## config.mk

```make
export PLATFORM = sky130hd
export DESIGN_NAME = bitmap_first_fit_page_allocator_unit
export DESIGN_NICKNAME = d
export VERILOG_FILES = /design/src/bffa_pkg.sv /design/src/bitmap_first_fit_page_allocator_unit.sv /design/src/bffa_bitmap_mem.sv /design/src/bffa_ctrl.sv
export SDC_FILE = /design/constraint.sdc
export NUM_CORES = 1
export LEC_CHECK = 0
export BUFFER_PORTS_ARGS = -buffer_cell sky130_fd_sc_hd__buf_4
export CELL_PAD_IN_SITES_DETAIL_PLACEMENT = 0
export CELL_PAD_IN_SITES_GLOBAL_PLACEMENT = 1
export CORE_UTILIZATION = 40
export CTS_BUF_LIST = sky130_fd_sc_hd__clkbuf_8 sky130_fd_sc_hd__clkbuf_16
export DETAILED_ROUTE_END_ITERATION = 8
export HOLD_SLACK_MARGIN = 0.05
export PLACE_DENSITY_LB_ADDON = 0.1
export SLEW_MARGIN = 10
export SYNTH_ARGS = -nofsm -noshare
export SYNTH_HDL_FRONTEND = slang
export SYNTH_HIERARCHICAL = 1
export SYNTH_SLANG_ARGS = --single-unit
```

## constraint.sdc

```tcl
create_clock -name clk -period 12.5 [get_ports clk]
set_input_delay 1.25 -clock clk [delete_from_list [all_inputs] [get_ports clk]]
set_output_delay 1.25 -clock clk [all_outputs]
set_load 0.005 [all_outputs]
```

## src/bffa_pkg.sv

```systemverilog
`timescale 1ns / 1ps
package bffa_pkg;

	localparam int PAGE_SHIFT = 12;                    // 4096-byte pages
	localparam int REQ_W      = 32;
	localparam int TOTAL_W    = REQ_W + 1;             // request plus header, no wrap
	localparam int NFULL_W    = TOTAL_W - PAGE_SHIFT;  // page count before range check
	localparam int PAGE_W     = 11;                    // holds any page index up to 255*8
	localparam int WADDR_W    = 8;                     // word address carried between modules
	localparam int TDATA_IN_W  = 32;
	localparam int TDATA_OUT_W = 56;

	typedef enum logic [7:0] {
		REG_HEAP_BASE    = 8'd0,
		REG_HEADER_BYTES = 8'd1
	} cfg_reg_t;

	typedef enum logic [2:0] {
		ST_IDLE,
		ST_CALC,
		ST_SCAN,
		ST_MARK,
		ST_RESP
	} state_t;

	typedef struct packed {
		logic               rd_en;
		logic [WADDR_W-1:0] rd_addr;
		logic               wr_en;
		logic [WADDR_W-1:0] wr_addr;
		logic [7:0]         wr_data;
	} mem_req_t;

	typedef struct packed {
		logic              ok;
		logic [PAGE_W-1:0] start;
		logic [8:0]        pages_taken;
	} res_t;

endpackage

```

## src/bitmap_first_fit_page_allocator_unit.sv

```systemverilog
`timescale 1ns / 1ps
// First-fit page allocator over a page bitmap held in a one-port-read,
// one-port-write synchronous memory of BITMAP_BYTES words.
// Slave stream: tdata carries a request byte count. Master stream: tdata
// carries ok, address, start_page and pages_taken of the allocation.
// Configuration channel: cfg_index 0 writes the heap base, 1 the header size;
// other indexes are dropped. Write only while no request is in flight.
// One request is worked at a time. A request is first sized, then the bitmap
// is scanned word by word (up to BITMAP_BYTES words) for a free run, then
// each word the run spans is marked, and then the result is loaded. A request
// of zero pages or of more pages than the bitmap holds skips scan and mark.
// The next request is taken as soon as the result is in the output register,
// even while the receiver still holds it off.
// A stalled receiver holds the result; the sequencer waits for the register
// to free up before presenting the following result.
// Reset clears the configuration to base 0, header 4, and marks every page
// free at once through per-word valid bits; no clearing pass is needed.
module bitmap_first_fit_page_allocator_unit import bffa_pkg::*; #(
	parameter int BITMAP_BYTES = 32
) (
	input  logic                   clk,
	input  logic                   arst_n,
	input  logic                   s_axis_tvalid,
	output logic                   s_axis_tready,
	input  logic [TDATA_IN_W-1:0]  s_axis_tdata,  // [31:0] request_bytes
	output logic                   m_axis_tvalid,
	input  logic                   m_axis_tready,
	// [0] ok, [32:1] address, [40:33] start_page, [49:41] pages_taken, [55:50] zero
	output logic [TDATA_OUT_W-1:0] m_axis_tdata,
	input  logic                   cfg_valid,
	output logic                   cfg_ready,
	input  logic [7:0]             cfg_index,
	input  logic [31:0]            cfg_data
);

	logic [31:0] heap_base_q;
	logic [7:0]  header_bytes_q;
	logic        out_valid_q;
	logic        out_ok_q;
	logic [31:0] out_address_q;
	logic [7:0]  out_start_q;
	logic [8:0]  out_pages_q;
	logic        res_ready;
	logic        res_valid;
	res_t        res;
	mem_req_t    mem_req;
	logic [7:0]  rd_data;
	logic [31:0] address_d;

	assign cfg_ready = 1'b1;

	always_ff @(posedge clk or negedge arst_n) begin
		if (!arst_n) begin
			heap_base_q    <= 32'd0;
			header_bytes_q <= 8'd4;
		end else if (cfg_valid) begin
			unique case (cfg_index)
				REG_HEAP_BASE:    heap_base_q    <= cfg_data;
				REG_HEADER_BYTES: header_bytes_q <= cfg_data[7:0];
				default: ;
			endcase
		end
	end

	bffa_ctrl #(
		.BITMAP_BYTES(BITMAP_BYTES)
	) u_ctrl (
		.clk          (clk),
		.arst_n       (arst_n),
		.in_valid     (s_axis_tvalid),
		.in_ready     (s_axis_tready),
		.request_bytes(s_axis_tdata[REQ_W-1:0]),
		.header_bytes (header_bytes_q),
		.res_ready    (res_ready),
		.res_valid    (res_valid),
		.res          (res),
		.mem_req      (mem_req),
		.rd_data      (rd_data)
	);

	bffa_bitmap_mem #(
		.DEPTH(BITMAP_BYTES)
	) u_mem (
		.clk    (clk),
		.arst_n (arst_n),
		.req    (mem_req),
		.rd_data(rd_data)
	);

	assign res_ready = !out_valid_q || m_axis_tready;

	assign address_d = res.ok
		? heap_base_q + (32'(res.start) << PAGE_SHIFT) + 32'(header_bytes_q)
		: 32'd0;

	always_ff @(posedge clk or negedge arst_n) begin
		if (!arst_n) begin
			out_valid_q <= 1'b0;
		end else if (res_valid) begin
			out_valid_q <= 1'b1;
		end else if (m_axis_tready) begin
			out_valid_q <= 1'b0;
		end
	end

	always_ff @(posedge clk) begin
		if (res_valid) begin
			out_ok_q      <= res.ok;
			out_address_q <= address_d;
			out_start_q   <= res.start[7:0];
			out_pages_q   <= res.pages_taken;
		end
	end

	assign m_axis_tvalid = out_valid_q;
	assign m_axis_tdata  = {6'd0, out_pages_q, out_start_q, out_address_q, out_ok_q};

`ifndef SYNTHESIS
	a_fail_is_zero: assert property (@(posedge clk) disable iff (!arst_n)
		m_axis_tvalid && !m_axis_tdata[0] |-> m_axis_tdata[TDATA_OUT_W-1:1] == '0)
		else $error("failed allocation carries nonzero fields");

	a_one_in_flight: assert property (@(posedge clk) disable iff (!arst_n)
		s_axis_tvalid && s_axis_tready |=> !s_axis_tready)
		else $error("request taken while another is in flight");

	a_no_rw_collide: assert property (@(posedge clk) disable iff (!arst_n)
		mem_req.wr_en && mem_req.rd_en |-> mem_req.wr_addr != mem_req.rd_addr)
		else $error("bitmap read and write to the same word in one cycle");

	a_no_write_idle: assert property (@(posedge clk) disable iff (!arst_n)
		s_axis_tready |-> !mem_req.wr_en)
		else $error("bitmap written while idle");

	a_result_safe: assert property (@(posedge clk) disable iff (!arst_n)
		res_valid |-> !out_valid_q || m_axis_tready)
		else $error("result overwrote a pending transaction");
`endif

endmodule

```

## src/bffa_bitmap_mem.sv

```systemverilog
`timescale 1ns / 1ps
module bffa_bitmap_mem import bffa_pkg::*; #(
	parameter int DEPTH = 32
) (
	input  logic       clk,
	input  logic       arst_n,
	input  mem_req_t   req,
	output logic [7:0] rd_data
);

	localparam int AW = (DEPTH > 1) ? $clog2(DEPTH) : 1;

	logic [7:0]       mem [DEPTH];
	logic [DEPTH-1:0] valid_q;
	logic [7:0]       rd_data_q;
	logic             rd_vld_q;
	logic [AW-1:0]    ra;
	logic [AW-1:0]    wa;

	assign ra = req.rd_addr[AW-1:0];
	assign wa = req.wr_addr[AW-1:0];

	always_ff @(posedge clk) begin
		if (req.wr_en) begin
			mem[wa] <= req.wr_data;
		end
		if (req.rd_en) begin
			rd_data_q <= mem[ra];
		end
	end

	// a word never written reads as all free
	always_ff @(posedge clk or negedge arst_n) begin
		if (!arst_n) begin
			valid_q  <= '0;
			rd_vld_q <= 1'b0;
		end else begin
			if (req.wr_en) begin
				valid_q[wa] <= 1'b1;
			end
			if (req.rd_en) begin
				rd_vld_q <= valid_q[ra];
			end
		end
	end

	assign rd_data = rd_vld_q ? rd_data_q : 8'h00;

endmodule

```

## src/bffa_ctrl.sv

```systemverilog
`timescale 1ns / 1ps
module bffa_ctrl import bffa_pkg::*; #(
	parameter int BITMAP_BYTES = 32
) (
	input  logic             clk,
	input  logic             arst_n,
	input  logic             in_valid,
	output logic             in_ready,
	input  logic [REQ_W-1:0] request_bytes,
	input  logic [7:0]       header_bytes,
	input  logic             res_ready,
	output logic             res_valid,
	output res_t             res,
	output mem_req_t         mem_req,
	input  logic [7:0]       rd_data
);

	localparam int TOTAL_PAGES = BITMAP_BYTES * 8;
	localparam int AW = (BITMAP_BYTES > 1) ? $clog2(BITMAP_BYTES) : 1;
	localparam int PW = $clog2(TOTAL_PAGES + 1);

	state_t              state_q;
	state_t              state_d;
	logic [TOTAL_W-1:0]  total_q;
	logic [PW-1:0]       n_q;
	logic [AW-1:0]       cw_q;
	logic [AW-1:0]       mw_q;
	logic [PW-1:0]       run_q;
	logic [PW-1:0]       start_q;
	logic [PW-1:0]       end_q;
	logic                ok_q;

	logic [NFULL_W-1:0]  n_full;
	logic                n_zero;
	logic                n_big;
	logic [PW-1:0]       run_v;
	logic [PW-1:0]       start_v;
	logic [PW-1:0]       end_v;
	logic                hit;
	logic                last_word;
	logic [AW-1:0]       sw;
	logic [AW-1:0]       ew;
	logic [7:0]          mask;

	// round up to whole pages
	assign n_full = NFULL_W'(total_q >> PAGE_SHIFT) + NFULL_W'(|total_q[PAGE_SHIFT-1:0]);
	assign n_zero = (n_full == '0);
	assign n_big  = (n_full > NFULL_W'(TOTAL_PAGES));

	// walk one bitmap word, most significant bit is the lowest page
	always_comb begin
		logic [PW-1:0] page_v;
		run_v   = run_q;
		start_v = start_q;
		end_v   = end_q;
		hit     = 1'b0;
		page_v  = '0;
		for (int b = 0; b < 8; b++) begin
			if (!hit) begin
				page_v = PW'({cw_q, 3'(b)});
				if (rd_data[7-b]) begin
					start_v = page_v + PW'(1);
					run_v   = '0;
				end else begin
					run_v = run_v + PW'(1);
					if (run_v >= n_q) begin
						hit   = 1'b1;
						end_v = page_v;
					end
				end
			end
		end
	end

	assign last_word = (cw_q == AW'(BITMAP_BYTES - 1));
	assign sw        = AW'(start_v >> 3);
	assign ew        = AW'(end_q >> 3);

	always_comb begin
		logic [PW-1:0] page_m;
		page_m = '0;
		for (int b = 0; b < 8; b++) begin
			page_m      = PW'({mw_q, 3'(b)});
			mask[7-b]   = (page_m >= start_q) && (page_m <= end_q);
		end
	end

	always_comb begin
		state_d = state_q;
		unique case (state_q)
			ST_IDLE: if (in_valid) state_d = ST_CALC;
			ST_CALC: begin
				if (n_zero || n_big) state_d = ST_RESP;
				else state_d = ST_SCAN;
			end
			ST_SCAN: begin
				if (hit) state_d = ST_MARK;
				else if (last_word) state_d = ST_RESP;
			end
			ST_MARK: if (mw_q == ew) state_d = ST_RESP;
			ST_RESP: if (res_ready) state_d = ST_IDLE;
			default: state_d = ST_IDLE;
		endcase
	end

	always_comb begin
		in_ready  = 1'b0;
		res_valid = 1'b0;
		mem_req   = '0;
		unique case (state_q)
			ST_IDLE: in_ready = 1'b1;
			ST_CALC: begin
				if (!n_zero && !n_big) begin
					mem_req.rd_en   = 1'b1;
					mem_req.rd_addr = '0;
				end
			end
			ST_SCAN: begin
				// on a hit, fetch the first word of the run for marking
				if (hit) begin
					mem_req.rd_en   = 1'b1;
					mem_req.rd_addr = WADDR_W'(sw);
				end else if (!last_word) begin
					mem_req.rd_en   = 1'b1;
					mem_req.rd_addr = WADDR_W'(cw_q) + WADDR_W'(1);
				end
			end
			ST_MARK: begin
				mem_req.wr_en   = 1'b1;
				mem_req.wr_addr = WADDR_W'(mw_q);
				mem_req.wr_data = rd_data | mask;
				if (mw_q != ew) begin
					mem_req.rd_en   = 1'b1;
					mem_req.rd_addr = WADDR_W'(mw_q) + WADDR_W'(1);
				end
			end
			ST_RESP: res_valid = res_ready;
			default: ;
		endcase
	end

	always_ff @(posedge clk or negedge arst_n) begin
		if (!arst_n) begin
			state_q <= ST_IDLE;
		end else begin
			state_q <= state_d;
		end
	end

	always_ff @(posedge clk) begin
		unique case (state_q)
			ST_IDLE: begin
				if (in_valid) begin
					total_q <= {1'b0, request_bytes} + TOTAL_W'(header_bytes);
				end
			end
			ST_CALC: begin
				n_q     <= PW'(n_full);
				cw_q    <= '0;
				run_q   <= '0;
				start_q <= '0;
				ok_q    <= n_zero;
			end
			ST_SCAN: begin
				run_q   <= run_v;
				start_q <= start_v;
				cw_q    <= cw_q + AW'(1);
				if (hit) begin
					end_q <= end_v;
					mw_q  <= sw;
					ok_q  <= 1'b1;
				end
			end
			ST_MARK: mw_q <= mw_q + AW'(1);
			ST_RESP: ;
			default: ;
		endcase
	end

	assign res.ok          = ok_q;
	assign res.start       = ok_q ? PAGE_W'(start_q) : '0;
	assign res.pages_taken = ok_q ? 9'(n_q) : 9'd0;

endmodule

```

== After elaboration in Yosys (flattened, before gate mapping) ==
Memories as Yosys holds them, arrays and structs flattened. A register that Yosys moved wholly into a read port is not among the register bits.
Cells that the tools add are included.

* Register bits after elaboration: 207
* Memory bits (writable): 256
* Input bits: 77
* Output and inout bits: 59
* Memories: 1

* Add/sub/neg operators: 24
* Order comparisons: 28
* Equal/unequal tests: 13
* Mux-type cells: 108
* Bitwise gates (word level): 2
* Reductions and logical operators: 29

{| class="wikitable"
|+ Memory list
! memory !! depth !! width !! read ports !! clocked after Yosys merged registers in !! wr ports !! RTL line !! RTL
|-
| u_mem.mem || 32 || 8 || 1 || 1 || 1 || bffa_bitmap_mem.sv:13 || <nowiki>logic [7:0] mem [DEPTH];</nowiki>
|}

{| class="wikitable"
|+ Operators with widths
! cell !! count
|-
| $mux 9 || 58
|-
| $add 8x1->9 const B || 8
|-
| $add 9x1->9 const B || 8
|-
| $ge 8x9->1 || 8
|-
| $ge 9x9->1 || 8
|-
| $le 8x9->1 || 8
|-
| $pmux 9 s2 || 2
|-
| $add 32x8->33 || 1
|-
| $add 32x23->32 || 1
|-
| $add 32x8->32 || 1
|-
| $mux 1 || 32
|-
| $or 32x32->32 || 1
|-
| $pmux 9 s3 || 1
|-
| $add 21x1->21 || 1
|-
| $gt 21x9->1 const B || 1
|-
| $logic_not 21->1 || 1
|-
| $pmux 5 s2 || 2
|-
| $mux 3 || 6
|-
| $mux 17 || 1
|-
| $pmux 3 s5 || 1
|-
| $add 5x1->6 const B || 2
|-
| $lt 5x6->1 const B || 2
|-
| $reduce_and 2->1 || 6
|-
| $reduce_or 12->1 || 1
|-
| 25 further kinds || 43
|}

== Longest topological paths before layout ==
* Word-level depth: 29
* Depth in mapped cells: 72
* Gate-level depth less buffers: 66

== Modules after synthesis ==
The synthesis kept the hierarchy.

{| class="wikitable"
|+ Modules (own cells, without submodules)
! module !! instances !! cells an instance !! area an instance (um^2) !! seq. area each (um^2)
|-
| bffa_bitmap_mem || 1 || 533 || 11524.8 || 8753.4
|-
| bffa_ctrl || 1 || 1281 || 10724.0 || 2477.4
|-
| bitmap_first_fit_page_allocator_unit || 1 || 392 || 4745.8 || 2528.7
|}

== Least setup slack after synthesis ==
Ideal clock, no wire load.

* Path kind: flip-flop to flip-flop
* Start point: register u_ctrl.run_q[1]
* End point: register u_mem.rd_data_q[7] (read register of u_mem.mem), data pin
* Setup time: 0.260 ns
* Arrival: 13.042 ns
* Required time: 12.240 ns
* Setup slack: -0.802 ns
* Stages on the path, launching flop included: 65
* Buffers on the path: 8
* Period minus slack after synthesis: 13.302 ns
* Path through: edfxtp_1 > ha_1 > buf_4 > inv_1 > or3_1 > and2_1 > inv_2 > ha_1 > a21oi_1 > o221ai_2 > a211oi_2 > buf_4 > buf_2 > a21o_1 > ha_1 > clkbuf_1 > nand4_1 > a221oi_2 > (+29 left out) > nor3b_2 > xor2_1 > ha_1 > nor2b_1 > o21ai_0 > nand2b_1 > a21oi_1 > nor2_1 > nor2_1 > buf_1 > a32oi_1 > o21ai_0 > clkbuf_1 > buf_2 > buf_2 > mux4_2 > mux4_2 > mux2_2

{| class="wikitable"
|+ RTL lines
! item !! RTL line !! RTL
|-
| start: declaration || bffa_ctrl.sv:28 || <nowiki>logic [PW-1:0] run_q;</nowiki>
|-
| start signal: assignment || bffa_ctrl.sv:165 || <nowiki>run_q <= run_v;</nowiki>
|-
| end: declaration || bffa_bitmap_mem.sv:15 || <nowiki>logic [7:0] rd_data_q;</nowiki>
|}

==> results by group <==
Die
  • Full die area: 68,400 sq um
  • Die X: ~260 microns
  • Initial core utilization: 0.407
  • CORE AREA: 66,200 sq um
  • Row count: 94
  • Chip Height: 262 microns
  • Top Ports: 136

Clocking
  • Clk root buf: clkbuf_16
  • H-tree Lvls: 2
  • TritonCTS clock tree: built
  • CTS Hold Bufs: 0
  • CTS Buf Count: 51
  • Worst skew pair latency: 0.62 ns
  • Clk sinks: around 470
  • Clock tree buffer depth: 3
  • Clock transition at path regs: 0.06 ns

Logic synthesis
  • Mapped Area: between 20,000 and 30,000 sq um
  • Synth Area per Inst: 12.3 sq um
  • Cells after Synth: 2,198
  • Synth warnings: 6

Detailed routing
  • Initial drt markers: 1,304
  • Via Count: approximately 20,000
  • Antenna-violating nets left: 0
  • DR pass1 iterations: 5
  • DR WL/cell: about 22 microns
  • DRC: 0
  • WL final: about 80,000 microns
  • Vias/cell: 5.57

Global routing
  • Largest net degree at the start of global routing: 77
  • Number of antenna violations at the first check in global routing: 0
  • First-pass GRT wire length: 121,000 microns
  • Total grt overflow: 0
  • GRT Total Usage: 0.232
  • Vias in the first global route: slightly above 20,000

Timing
  • # setup viols final: 6
  • RSZ-0062 raised after global routing: yes
  • Worst Tran Pin Value: 1.27 ns
  • Final Worst Setup Slack: -0.0318 ns
  • Max_slew headroom: 0.148
  • FMAX: 79.8 MHz
  • Final Hold Fails: 0
  • Min Tclk post-route: between 10 and 15 ns
  • Clock skew: roughly 0.036 ns
  • Period utilisation layout: 1.00
  • Final Max Tran Viols: 0

Setup path
  • Reg2reg path depth: 62
  • Critical path class: reg2reg
  • CP Capture Type: flip-flop
  • Worst endpoint required time: 12.85 ns
  • Reg-to-Reg Start: u_ctrl/run_q[0]
  • Crit path DAT: 12.89 ns
  • R2R setup slack: -0.03 ns
  • Max incr delay on CP: between 0.5 and 0.6 ns
  • Slowest cell on crit path: mux4_2
  • Reg2Reg Capture Point: u_mem/rd_data_q[3]
  • CP Max Fanout: 9
  • CP Launch Type: flip-flop
  • Cell mode on critical path: a21o_1

Final layout
  • ANT cells: 0
  • Layout area overhead: 26.6%
  • Highest-count cells in the layout ignoring fill and taps: 474 x buf_4, 394 x edfxtp_1, 167 x nor2_1
  • Nets: 2,873
  • Post-route cell area: around 34,000 sq um
  • Final Core Density: 0.515
  • Final std cells w/o fill: 3,575
  • Share of cells above drive strength 1: 0.354
  • Commonest non-fill, non-tap cell in the layout: buf_4

Placed design
  • GP Congestion: 0.872
  • Port bufs: about 130
  • Post-placement cell count: 3,402
  • DP Wirelength: 56,500 microns
  • Placed Area: 31,000 sq um
  • Pre-CTS WS: -0.633 ns

Job
  • Max Cap Viol: 0

Hold path
  • Worst hold-check path type: in2async

Status
  • Failing checks: negative setup slack
  • Status: finished, violations left
[layout make-up]
cell class,count,area (sq um)
inverters,63,236
clock buffers,52,1290
well taps,864,1080
clock inverters,42,383
repair buffers,501,4050
flip-flops and latches,471,13800
fillers,5766,32100
multi-input cells,1582,13300
[repair_timing]
action / 4_1_cts / 5_1_grt
pin swaps: 67 / 45
cloned: 3 / 2
setup endpoints to repair: 9 / 17
resized for setup: 86 / 54
buffers inserted: 50 / 24
[routing by layer]
metal / track usage / up-vias / part of all wire
met5: 0 / - / 0
met4: 0.0604 / 0 / 0.022
met3: 0.0273 / 117 / 0.038
met2: 0.410 / 403 / 0.51
met1: 0.302 / 10000 / 0.43
li1: - / 9402 / -
[worst max-delay path, delay by kind of cell, from the launching register on]
| kind | cells | cell delay [ns] |
|---|---|---|
| AO/OA/AOI/OAI | 20 | 3.84 |
| XOR/XNOR | 4 | 0.68 |
| adder cells (fa/ha/maj) | 6 | 1.41 |
| buffers and inverters | 5 | 0.86 |
| flip-flops | 1 | 0.45 |
| multiplexers | 5 | 1.76 |
| AND/OR/NAND/NOR | 22 | 3.31 |
[how the worst max path moves through the flow]
stage                          startpoint  slack, ns                 end  cells after the start
final                     u_ctrl/run_q[0]      -0.03  u_mem/rd_data_q[3]                     62
after floorplan            u_mem/rd_vld_q      0.002  u_mem/rd_data_q[0]                     61
after global placement    u_ctrl/run_q[0]      -0.54  u_mem/rd_data_q[6]                     61
after CTS                 u_ctrl/run_q[0]      -0.02  u_mem/rd_data_q[0]                     63
after global routing      u_ctrl/run_q[0]      -0.66  u_mem/rd_data_q[7]                     65
after detailed placement  u_ctrl/run_q[0]      -0.63  u_mem/rd_data_q[1]                     58
[per-stage QoR]
stage / hold slack, ns / setup TNS, ns
floorplan: 0.439 / 0
global placement: 0.452 / -4.76
detailed placement: 0.452 / -5.40
CTS: 0.394 / -0.0165
global route: 0.402 / -5.50
finish: 0.427 / -0.119
[registers in the layout, summed over array words and instances (netlist names)]
register and cells:
out_address_q 32, out_pages_q 9, out_start_q 8, u_ctrl/total_q 33, header_bytes_q 8, out_ok_q 1, u_ctrl/end_q 9, u_mem/valid_q 32
u_mem/rd_data_q 8, u_ctrl/run_q 9, u_mem/rd_vld_q 1, u_ctrl/start_q 9, u_mem/mem 256, u_ctrl/mw_q 5, heap_base_q 32, u_ctrl/cw_q 5
u_ctrl/state_q 3, u_ctrl/ok_q 1, u_ctrl/n_q 9, m_axis_tvalid 1
Power is left out: the tool's default activity adds up to more than one toggle a clock period on the data nets, which glitch-free logic cannot reach.
